--- src/rtl/tach_pulse_average_rpm_macros.svh ---
// Assertion macros shared by the tachometer averaging block
`ifndef TACH_PULSE_AVERAGE_RPM_MACROS_SVH
`define TACH_PULSE_AVERAGE_RPM_MACROS_SVH

// same-cycle implication
`define TPAR_ASSERT_HOLDS(label, clk, rstn, ante, cons) \
    label: assert property (@(posedge clk) disable iff (!rstn) (ante) |-> (cons)) \
        else $error("tpar assertion failed");

// next-cycle implication
`define TPAR_ASSERT_NEXT(label, clk, rstn, ante, cons) \
    label: assert property (@(posedge clk) disable iff (!rstn) (ante) |=> (cons)) \
        else $error("tpar assertion failed");

`endif

--- src/rtl/tpar_pkg.sv ---
// Types and constants for the tachometer averaging block
package tpar_pkg;

    localparam int WIDTH_W     = 16;
    localparam int RPM_W       = 16;
    localparam int CLOCK_HZ_W  = 27;
    localparam int RPM_SCALE   = 60;
    localparam int NUM_W       = CLOCK_HZ_W + 6;
    localparam int QUOT_STEPS  = RPM_W;
    localparam int STEP_CNT_W  = 4;
    localparam int QUEUE_DEPTH = 2;
    localparam int QUEUE_AW    = 1;

    localparam logic [CLOCK_HZ_W-1:0] CLOCK_HZ_RESET = 27'd4000000;
    localparam logic [RPM_W-1:0]      RPM_MAX        = 16'hFFFF;

    typedef struct packed {
        logic             rpm_saturated;
        logic             zero_average;
        logic [WIDTH_W-1:0] average_width;
        logic [RPM_W-1:0]   rpm;
    } result_t;

endpackage

--- src/rtl/tpar_front.sv ---
// Front end: window store, running sum and window average
module tpar_front #(
    parameter int WINDOW = 100
) (
    input  logic                          aclk,
    input  logic                          aresetn,
    input  logic                          s_valid,
    output logic                          s_ready,
    input  logic [tpar_pkg::WIDTH_W-1:0]  s_width,
    output logic                          push_valid,
    input  logic                          push_ready,
    output logic [tpar_pkg::WIDTH_W-1:0]  push_average
);
    import tpar_pkg::*;

    localparam int SLOT_W  = $clog2(WINDOW);
    localparam int SUM_W   = WIDTH_W + SLOT_W;
    localparam int SHIFT   = SUM_W + SLOT_W;
    localparam int PROD_W  = 2 * SUM_W + 1;
    localparam logic [63:0] RECIP_ONE  = 64'd1 << SHIFT;
    localparam logic [63:0] RECIP_FULL = (RECIP_ONE + 64'(WINDOW) - 64'd1) / 64'(WINDOW);
    localparam logic [SUM_W:0] RECIP   = RECIP_FULL[SUM_W:0];

    localparam logic [1:0] F_IDLE = 2'd0;
    localparam logic [1:0] F_READ = 2'd1;
    localparam logic [1:0] F_MUL  = 2'd2;
    localparam logic [1:0] F_PUSH = 2'd3;

    logic [1:0]          state_reg, state_next;
    logic [SLOT_W-1:0]   slot_reg, slot_next;
    logic [SUM_W-1:0]    sum_reg, sum_next;
    logic [WINDOW-1:0]   valid_reg;
    logic [WIDTH_W-1:0]  width_reg;
    logic [WIDTH_W-1:0]  rd_data_reg;
    logic                old_valid_reg;
    logic [PROD_W-1:0]   prod_reg;
    logic [WIDTH_W-1:0]  window_mem [WINDOW];
    logic [WIDTH_W-1:0]  old_width;
    logic                accept;

    assign s_ready      = (state_reg == F_IDLE);
    assign accept       = s_valid && s_ready;
    assign push_valid   = (state_reg == F_PUSH);
    assign push_average = prod_reg[SHIFT +: WIDTH_W];
    assign old_width    = old_valid_reg ? rd_data_reg : '0;

    always_ff @(posedge aclk) begin
        if (state_reg == F_READ) begin
            window_mem[slot_reg] <= width_reg;
        end
        if (accept) begin
            rd_data_reg <= window_mem[slot_reg];
        end
    end

    always_comb begin
        state_next = state_reg;
        slot_next  = slot_reg;
        sum_next   = sum_reg;
        case (state_reg)
            F_IDLE: begin
                if (accept) begin
                    state_next = F_READ;
                end
            end
            F_READ: begin
                sum_next   = sum_reg - SUM_W'(old_width) + SUM_W'(width_reg);
                slot_next  = (slot_reg == SLOT_W'(WINDOW - 1)) ? '0 : slot_reg + 1'b1;
                state_next = F_MUL;
            end
            F_MUL: begin
                state_next = F_PUSH;
            end
            F_PUSH: begin
                if (push_ready) begin
                    state_next = F_IDLE;
                end
            end
            default: begin
                state_next = F_IDLE;
            end
        endcase
    end

    always_ff @(posedge aclk) begin
        if (!aresetn) begin
            state_reg <= F_IDLE;
            slot_reg  <= '0;
            sum_reg   <= '0;
            valid_reg <= '0;
        end else begin
            state_reg <= state_next;
            slot_reg  <= slot_next;
            sum_reg   <= sum_next;
            if (state_reg == F_READ) begin
                valid_reg[slot_reg] <= 1'b1;
            end
        end
    end

    always_ff @(posedge aclk) begin
        if (accept) begin
            width_reg     <= s_width;
            old_valid_reg <= valid_reg[slot_reg];
        end
        if (state_reg == F_MUL) begin
            prod_reg <= PROD_W'(sum_reg) * PROD_W'(RECIP);
        end
    end

endmodule

--- src/rtl/tpar_queue.sv ---
// Two-entry queue carrying window averages from front to back
module tpar_queue (
    input  logic                          aclk,
    input  logic                          aresetn,
    input  logic                          push_valid,
    output logic                          push_ready,
    input  logic [tpar_pkg::WIDTH_W-1:0]  push_data,
    output logic                          pop_valid,
    input  logic                          pop_ready,
    output logic [tpar_pkg::WIDTH_W-1:0]  pop_data
);
    import tpar_pkg::*;

    `include "tach_pulse_average_rpm_macros.svh"

    logic [WIDTH_W-1:0]  entry_reg [QUEUE_DEPTH];
    logic [QUEUE_AW-1:0] wr_ptr_reg, rd_ptr_reg;
    logic [QUEUE_AW:0]   count_reg;
    logic                do_push, do_pop;

    assign push_ready = (count_reg != (QUEUE_AW + 1)'(QUEUE_DEPTH));
    assign pop_valid  = (count_reg != '0);
    assign pop_data   = entry_reg[rd_ptr_reg];
    assign do_push    = push_valid && push_ready;
    assign do_pop     = pop_valid && pop_ready;

    always_ff @(posedge aclk) begin
        if (do_push) begin
            entry_reg[wr_ptr_reg] <= push_data;
        end
    end

    always_ff @(posedge aclk) begin
        if (!aresetn) begin
            wr_ptr_reg <= '0;
            rd_ptr_reg <= '0;
            count_reg  <= '0;
        end else begin
            if (do_push) begin
                wr_ptr_reg <= wr_ptr_reg + 1'b1;
            end
            if (do_pop) begin
                rd_ptr_reg <= rd_ptr_reg + 1'b1;
            end
            case ({do_push, do_pop})
                2'b10:   count_reg <= count_reg + 1'b1;
                2'b01:   count_reg <= count_reg - 1'b1;
                default: count_reg <= count_reg;
            endcase
        end
    end

    `TPAR_ASSERT_HOLDS(a_count_bound, aclk, aresetn, 1'b1, count_reg <= (QUEUE_AW + 1)'(QUEUE_DEPTH))
    `TPAR_ASSERT_NEXT(a_pop_empties, aclk, aresetn, do_pop && !do_push && count_reg == 1, !pop_valid)

endmodule

--- src/rtl/tpar_back.sv ---
// Back end: rpm division with saturation and output register
module tpar_back #(
    parameter int PRESCALE_FACTOR = 8
) (
    input  logic                            aclk,
    input  logic                            aresetn,
    input  logic [tpar_pkg::CLOCK_HZ_W-1:0] clock_hz,
    input  logic                            pop_valid,
    output logic                            pop_ready,
    input  logic [tpar_pkg::WIDTH_W-1:0]    pop_average,
    output logic                            m_valid,
    input  logic                            m_ready,
    output tpar_pkg::result_t               m_result
);
    import tpar_pkg::*;

    `include "tach_pulse_average_rpm_macros.svh"

    localparam int DEN_W = WIDTH_W + $clog2(PRESCALE_FACTOR + 1);
    localparam int HI_W  = NUM_W - QUOT_STEPS;

    localparam logic [2:0] B_IDLE  = 3'd0;
    localparam logic [2:0] B_LOAD  = 3'd1;
    localparam logic [2:0] B_CHECK = 3'd2;
    localparam logic [2:0] B_DIV   = 3'd3;
    localparam logic [2:0] B_DONE  = 3'd4;

    logic [2:0]              state_reg, state_next;
    logic [WIDTH_W-1:0]      avg_reg;
    logic [NUM_W-1:0]        num_reg;
    logic [DEN_W-1:0]        den_reg;
    logic [DEN_W-1:0]        rem_reg;
    logic [QUOT_STEPS-1:0]   low_reg;
    logic [RPM_W-1:0]        quot_reg;
    logic [STEP_CNT_W-1:0]   cnt_reg;
    logic                    zero_reg;
    logic                    sat_reg;
    logic                    m_valid_reg;
    result_t                 m_result_reg;
    logic [DEN_W-1:0]        num_hi;
    logic                    over;
    logic [DEN_W:0]          trial;
    logic                    fits;
    logic                    out_free;

    assign num_hi    = DEN_W'(num_reg[NUM_W-1 -: HI_W]);
    assign over      = (num_hi >= den_reg);
    assign trial     = {rem_reg, low_reg[QUOT_STEPS-1]};
    assign fits      = (trial >= {1'b0, den_reg});
    assign out_free  = !m_valid_reg || m_ready;
    assign pop_ready = (state_reg == B_IDLE);
    assign m_valid   = m_valid_reg;
    assign m_result  = m_result_reg;

    always_comb begin
        state_next = state_reg;
        case (state_reg)
            B_IDLE: begin
                if (pop_valid) begin
                    state_next = B_LOAD;
                end
            end
            B_LOAD: begin
                state_next = B_CHECK;
            end
            B_CHECK: begin
                state_next = (avg_reg == '0 || over) ? B_DONE : B_DIV;
            end
            B_DIV: begin
                if (cnt_reg == '0) begin
                    state_next = B_DONE;
                end
            end
            B_DONE: begin
                if (out_free) begin
                    state_next = B_IDLE;
                end
            end
            default: begin
                state_next = B_IDLE;
            end
        endcase
    end

    always_ff @(posedge aclk) begin
        if (!aresetn) begin
            state_reg   <= B_IDLE;
            m_valid_reg <= 1'b0;
        end else begin
            state_reg <= state_next;
            if (state_reg == B_DONE && out_free) begin
                m_valid_reg <= 1'b1;
            end else if (m_ready) begin
                m_valid_reg <= 1'b0;
            end
        end
    end

    always_ff @(posedge aclk) begin
        case (state_reg)
            B_IDLE: begin
                avg_reg <= pop_average;
            end
            B_LOAD: begin
                num_reg <= NUM_W'(clock_hz) * NUM_W'(RPM_SCALE);
                den_reg <= DEN_W'(avg_reg) * DEN_W'(PRESCALE_FACTOR);
            end
            B_CHECK: begin
                zero_reg <= (avg_reg == '0);
                sat_reg  <= (avg_reg != '0) && over;
                rem_reg  <= num_hi;
                low_reg  <= num_reg[QUOT_STEPS-1:0];
                quot_reg <= '0;
                cnt_reg  <= STEP_CNT_W'(QUOT_STEPS - 1);
            end
            B_DIV: begin
                rem_reg  <= fits ? DEN_W'(trial - {1'b0, den_reg}) : trial[DEN_W-1:0];
                low_reg  <= {low_reg[QUOT_STEPS-2:0], 1'b0};
                quot_reg <= {quot_reg[RPM_W-2:0], fits};
                cnt_reg  <= cnt_reg - 1'b1;
            end
            B_DONE: begin
                if (out_free) begin
                    m_result_reg.average_width <= avg_reg;
                    m_result_reg.zero_average  <= zero_reg;
                    m_result_reg.rpm_saturated <= sat_reg;
                    m_result_reg.rpm           <= zero_reg ? '0 : (sat_reg ? RPM_MAX : quot_reg);
                end
            end
            default: begin
            end
        endcase
    end

    `TPAR_ASSERT_HOLDS(a_div_den_nonzero, aclk, aresetn, state_reg == B_DIV, den_reg != '0)
    `TPAR_ASSERT_HOLDS(a_flags_exclusive, aclk, aresetn, m_valid_reg, !(m_result_reg.zero_average && m_result_reg.rpm_saturated))
    `TPAR_ASSERT_NEXT(a_pop_starts_load, aclk, aresetn, pop_valid && pop_ready, state_reg == B_LOAD)

endmodule

--- src/rtl/tach_pulse_average_rpm.sv ---
// Moving-average tachometer: pulse widths in, averaged rpm out
//
// Input beats on s_t* carry one captured pulse width each. Every beat
// replaces the oldest of WINDOW stored widths and yields exactly one
// output beat on m_t*: rpm = clock_hz*60 / (PRESCALE_FACTOR*average),
// the truncated window average, and two flags in m_tuser (average zero,
// rpm clamped at 65535). clock_hz is written through cfg_wr_en/cfg_wr_data;
// the user must do so only while no beat is in flight, as the block itself
// does not enforce this.
// The front end handles each beat by memory read, sum update, reciprocal
// multiply and hand-off, and takes no new beat until the hand-off is done.
// The back end pops an average, loads the operands, checks the range, runs
// the one-bit-per-cycle restoring divider and writes the output register;
// a zero or clamped average skips the divider. It pops no new average
// until the result has been written to the output register.
// A two-entry queue sits between the two ends, so the front keeps taking
// beats while the divider runs or the output register is stalled by
// m_tready low; s_tready drops once the queue is full.
// Reset empties the window (all widths read as zero), the sum and the
// queue, and loads clock_hz with 4000000. No clearing pass is needed.
module tach_pulse_average_rpm #(
    parameter int WINDOW          = 100,
    parameter int PRESCALE_FACTOR = 8
) (
    input  logic                            aclk,
    input  logic                            aresetn,
    input  logic                            cfg_wr_en,
    input  logic [tpar_pkg::CLOCK_HZ_W-1:0] cfg_wr_data,
    input  logic                            s_tvalid,
    output logic                            s_tready,
    input  logic [15:0]                     s_tdata,   // [15:0] capture_width
    output logic                            m_tvalid,
    input  logic                            m_tready,
    output logic [31:0]                     m_tdata,   // [15:0] rpm, [31:16] average_width
    output logic [1:0]                      m_tuser    // [0] zero_average, [1] rpm_saturated
);
    import tpar_pkg::*;

    logic [CLOCK_HZ_W-1:0] clock_hz_reg;
    logic                  push_valid, push_ready;
    logic [WIDTH_W-1:0]    push_average;
    logic                  pop_valid, pop_ready;
    logic [WIDTH_W-1:0]    pop_average;
    result_t               result;

    always_ff @(posedge aclk) begin
        if (!aresetn) begin
            clock_hz_reg <= CLOCK_HZ_RESET;
        end else if (cfg_wr_en) begin
            clock_hz_reg <= cfg_wr_data;
        end
    end

    tpar_front #(
        .WINDOW(WINDOW)
    ) u_front (
        .aclk         (aclk),
        .aresetn      (aresetn),
        .s_valid      (s_tvalid),
        .s_ready      (s_tready),
        .s_width      (s_tdata),
        .push_valid   (push_valid),
        .push_ready   (push_ready),
        .push_average (push_average)
    );

    tpar_queue u_queue (
        .aclk       (aclk),
        .aresetn    (aresetn),
        .push_valid (push_valid),
        .push_ready (push_ready),
        .push_data  (push_average),
        .pop_valid  (pop_valid),
        .pop_ready  (pop_ready),
        .pop_data   (pop_average)
    );

    tpar_back #(
        .PRESCALE_FACTOR(PRESCALE_FACTOR)
    ) u_back (
        .aclk        (aclk),
        .aresetn     (aresetn),
        .clock_hz    (clock_hz_reg),
        .pop_valid   (pop_valid),
        .pop_ready   (pop_ready),
        .pop_average (pop_average),
        .m_valid     (m_tvalid),
        .m_ready     (m_tready),
        .m_result    (result)
    );

    assign m_tdata = {result.average_width, result.rpm};
    assign m_tuser = {result.rpm_saturated, result.zero_average};

endmodule
--- config.mk ---
export PLATFORM = sky130hd
export DESIGN_NAME = tach_pulse_average_rpm
export DESIGN_NICKNAME = d
export VERILOG_FILES = /design/src/rtl/tpar_pkg.sv /design/src/rtl/tpar_front.sv /design/src/rtl/tpar_queue.sv /design/src/rtl/tpar_back.sv /design/src/rtl/tach_pulse_average_rpm.sv
export VERILOG_INCLUDE_DIRS = /design/src /design/src/rtl
export SDC_FILE = /design/constraint.sdc
export NUM_CORES = 2
export LEC_CHECK = 0
export BUFFER_PORTS_ARGS = -buffer_cell sky130_fd_sc_hd__buf_4
export CORE_MARGIN = 5
export CORE_UTILIZATION = 57
export CTS_CLUSTER_DIAMETER = 50
export DETAILED_ROUTE_END_ITERATION = 10
export PLACE_DENSITY = 0.76
export SLEW_MARGIN = 20
export SYNTH_ARGS = -nofsm -noshare
export SYNTH_HDL_FRONTEND = slang
export SYNTH_SLANG_ARGS = --single-unit
--- constraint.sdc ---
create_clock -name aclk -period 6 [get_ports aclk]
set_input_delay 0.3 -clock aclk [delete_from_list [all_inputs] [get_ports aclk]]
set_output_delay 0.3 -clock aclk [all_outputs]
set_load 0.005 [all_outputs]
==> reports/metrics.yaml <==
finalNonFillerCells: 8526
firstDrtPassIters: 6
syn-cell-area_sq_mm: 0.09039
outcome: "complete, but fails checks"
pre_cts_ws_ps: -398.7
holdPathStages: 2
reg2reg_depth: 23
syn_inst: 5817
slowest_delay_ps: 540
areaGrowthSynthToFinish_pct: 14.52
drc_errors: 0
setup_ws_ps: -101.5
p_leak_nw: 37.29
worstHoldStart: "aresetn"
vias_per_cell: 6.597
critPathArrivalTime_ps: 6650
path_class: "flip-flop to flip-flop"
max_freq_mhz: 163.9
grt_pass1_wl_microns: 384000
slew_violations: 0
antenna_left: 0
grt_pass1_vias: 55800
start_kind: "flip-flop"
root_buffer: "clkbuf_16"
row_count: 146
finClkSkew_ps: 89.95
hold_violations: 0
path_depth: 23
drive_gt1_share_pct: 19.60
yosysTopAreaCellShare_pct: 60.93
min_to: "u_front.valid_reg[81]"
vias: 56250
clock_latency_ps: 870
finalNetCount: 6912
synth_cell_types: 97
final_cell_mix: "1834 x edfxtp_1, 447 x buf_4, 381 x inv_1"
ir_drop_mv: 0.6756
reg2reg_to: "u_front.prod_reg[45]"
io_buffers: 83
initial_core_util_pct: 57.20
die_w_microns: 408.2
slowest_stage: "fa_1"
violations: "negative setup slack"
core_sq_mm: 0.1580
synth.area.top_cells: "edfxtp_1 61%, fa_1 5.8%, ha_1 4.6%, dfxtp_1 3.7%, mux4_2 3.4%"
wl_per_cell_microns: 31.02
relSlewSlack_pct: 17.85
gp_congestion: 0.9743
rsz0062_at_grt: "true"
worstPathRequired_ps: 6550
setup_viol: 7
grt_max_degree: 117
antenna_found_initial: 11
hp-class: "input pin to flip-flop"
grt_usage_pct: 31.37
drtIter0Drc: 8358
path_common_cell: "fa_1"
critPathCaptureType: "flip-flop"
setup_tns_ps: -334.3
crit_buf_inv: 6
layout_commonest_cell: "edfxtp_1"
synth-seq-area-share_pct: 64.63
dp_cells: 8064
post-route-period-util_pct: 101.7
worstReg2RegStart: "u_front.sum_reg[3]"
largest_reg_flops: 1600
clk_transition_reported_paths_ps: 70
timing.final.crit_period_ps: 6102
wirelength_microns: 264500
clock_sinks: 2001
h-tree-depth: 4
clockBufferDepth: 3
postSynthAreaPerCell_sq_um: 15.54
maxCapViolCount: 0
critPathMaxFanout: 3
dieArea_sq_mm: 0.1666
cp_top_family: "adder cells"
design_area_sq_mm: 0.1035
dieHeight_microns: 408.2
crit_path_cell_trace: "fa_2 > fa_1 > inv_2 > fa_1 > inv_2 > fa_1 > fa_2 > fa_1 > inv_1 > fa_1 > inv_2 > ha_4 > nand3_4 > nor2_4 > buf_6 > a211oi_2 > a21oi_2 > o211ai_1 > buf_4 > a31oi_4 > a21oi_2 > o21ba_1 > xnor2_1"
overflow: 0
synth_nets: 6461
fin_total_pwr_mw: 49.96
yosys_warnings: 0
place_area_sq_mm: 0.09542
ys_seq_elements: 2001
synth_top_cell_by_area: "edfxtp_1"
ioPinCount: 84
synth_flop_cell: "edfxtp_1"
reg2reg_slack_ps: -100
async_flop_share_pct: 0
numCtsBuffers: 201
dp_hpwl_microns: 168700
tightest_slew_ps: 1229
synth_edf_count: 1834
power_density_mw_per_mm2: 482.6
cts_tree: "built"
layout make-up:
type                    instances  area [sq um]
inverters                     402          1523
multi-input cells            3126         29500
fillers                     10540         54490
diodes                          9         22.52
clock buffers                 272          5580
repair buffers                536          4456
well taps                    2072          2592
clock inverters               108          1371
flip-flops and latches       2001         58470
metrics by stage:
stage | utilization (%) | hold WS, ps
CTS | 65.33 | 0.2175
global route | 65.50 | 34.01
floorplan | - | 398.9
finish | 65.51 | 50.80
global placement | 60.38 | 422.0
detailed placement | 60.39 | 447.6
cell families after synthesis:
kind of cell	Yosys count	share of synthesized area, %
muxes	468	7.285
DFF	2001	64.63
AOI/OAI and AO/OA	1128	9.100
and+or+nand+nor	849	4.273
adders and majority gates	596	10.43
xor gates and xnor gates	85	0.8236
buffers and inverters	690	3.467
repair_timing:
action	in CTS	in global routing
hold buffers	58	0
gates resized for setup	41	42
pin swaps	27	17
setup endpoints to repair	14	16
endpoints found under the hold margin	45	0
buffers inserted	9	3
worst register-to-register path, cell delays in order (launching register included):
cell,delay (ps)
dfxtp_4,350
fa_2,490
fa_1,510
inv_2,40
fa_1,540
inv_2,40
fa_1,520
fa_2,460
fa_1,510
inv_1,50
fa_1,490
inv_2,50
ha_4,280
nand3_4,80
nor2_4,150
buf_6,120
a211oi_2,60
a21oi_2,200
o211ai_1,120
buf_4,170
a31oi_4,220
a21oi_2,80
o21ba_1,190
xnor2_1,120
worst max path at each step:
stage / start / to / slack (ps)
2_1_floorplan: u_front.sum_reg[11] / u_front.prod_reg[45] / 1
3_3_place_gp: u_front.sum_reg[14] / u_front.prod_reg[42] / -350
3_5_place_dp: u_front.sum_reg[6] / u_front.prod_reg[42] / -400
4_1_cts: u_front.sum_reg[3] / u_front.prod_reg[45] / -140
5_1_grt: u_front.sum_reg[12] / u_front.prod_reg[45] / -330
6_report: u_front.sum_reg[3] / u_front.prod_reg[45] / -100
routing by layer:
| layer | up-vias | global-route usage [%] | share of wire [%] |
|---|---|---|---|
| met5 | - | 0 | 0.014 |
| met4 | 4 | 16.13 | 6.3 |
| met3 | 874 | 8.202 | 12 |
| met2 | 4083 | 48.69 | 46 |
| met1 | 28080 | 41.32 | 36 |
| li1 | 23210 | - | - |
power breakdown:
group          leakage, nW  switching [mW]  total, mW  internal (mW)
Clock                 3.39            5.54       12.9           7.41
Combinational         16.0            11.9       19.8           7.93
Sequential            17.9           0.518       17.2           16.7
Total                 37.3            17.9       50.0           32.0
cells in the mapped netlist, types with 28 or more instances:
cell	number
a21o_1	53
a21oi_1	207
a221oi_1	238
a22o_1	30
a22oi_1	91
and2_1	37
and3_1	28
buf_2	86
buf_4	30
buf_6	32
clkbuf_1	110
dfxtp_1	167
edfxtp_1	1834
fa_1	262
ha_1	334
inv_1	398
mux2_2	130
mux2i_1	191
mux4_2	138
nand2_1	234
nand3_1	51
nor2_1	325
nor2b_1	48
nor3_1	32
o21a_1	117
o21ai_0	96
o21ai_1	36
o22ai_1	48
xnor2_1	55
xor2_1	30
Note: power is estimated with default switching activity, not from simulation.
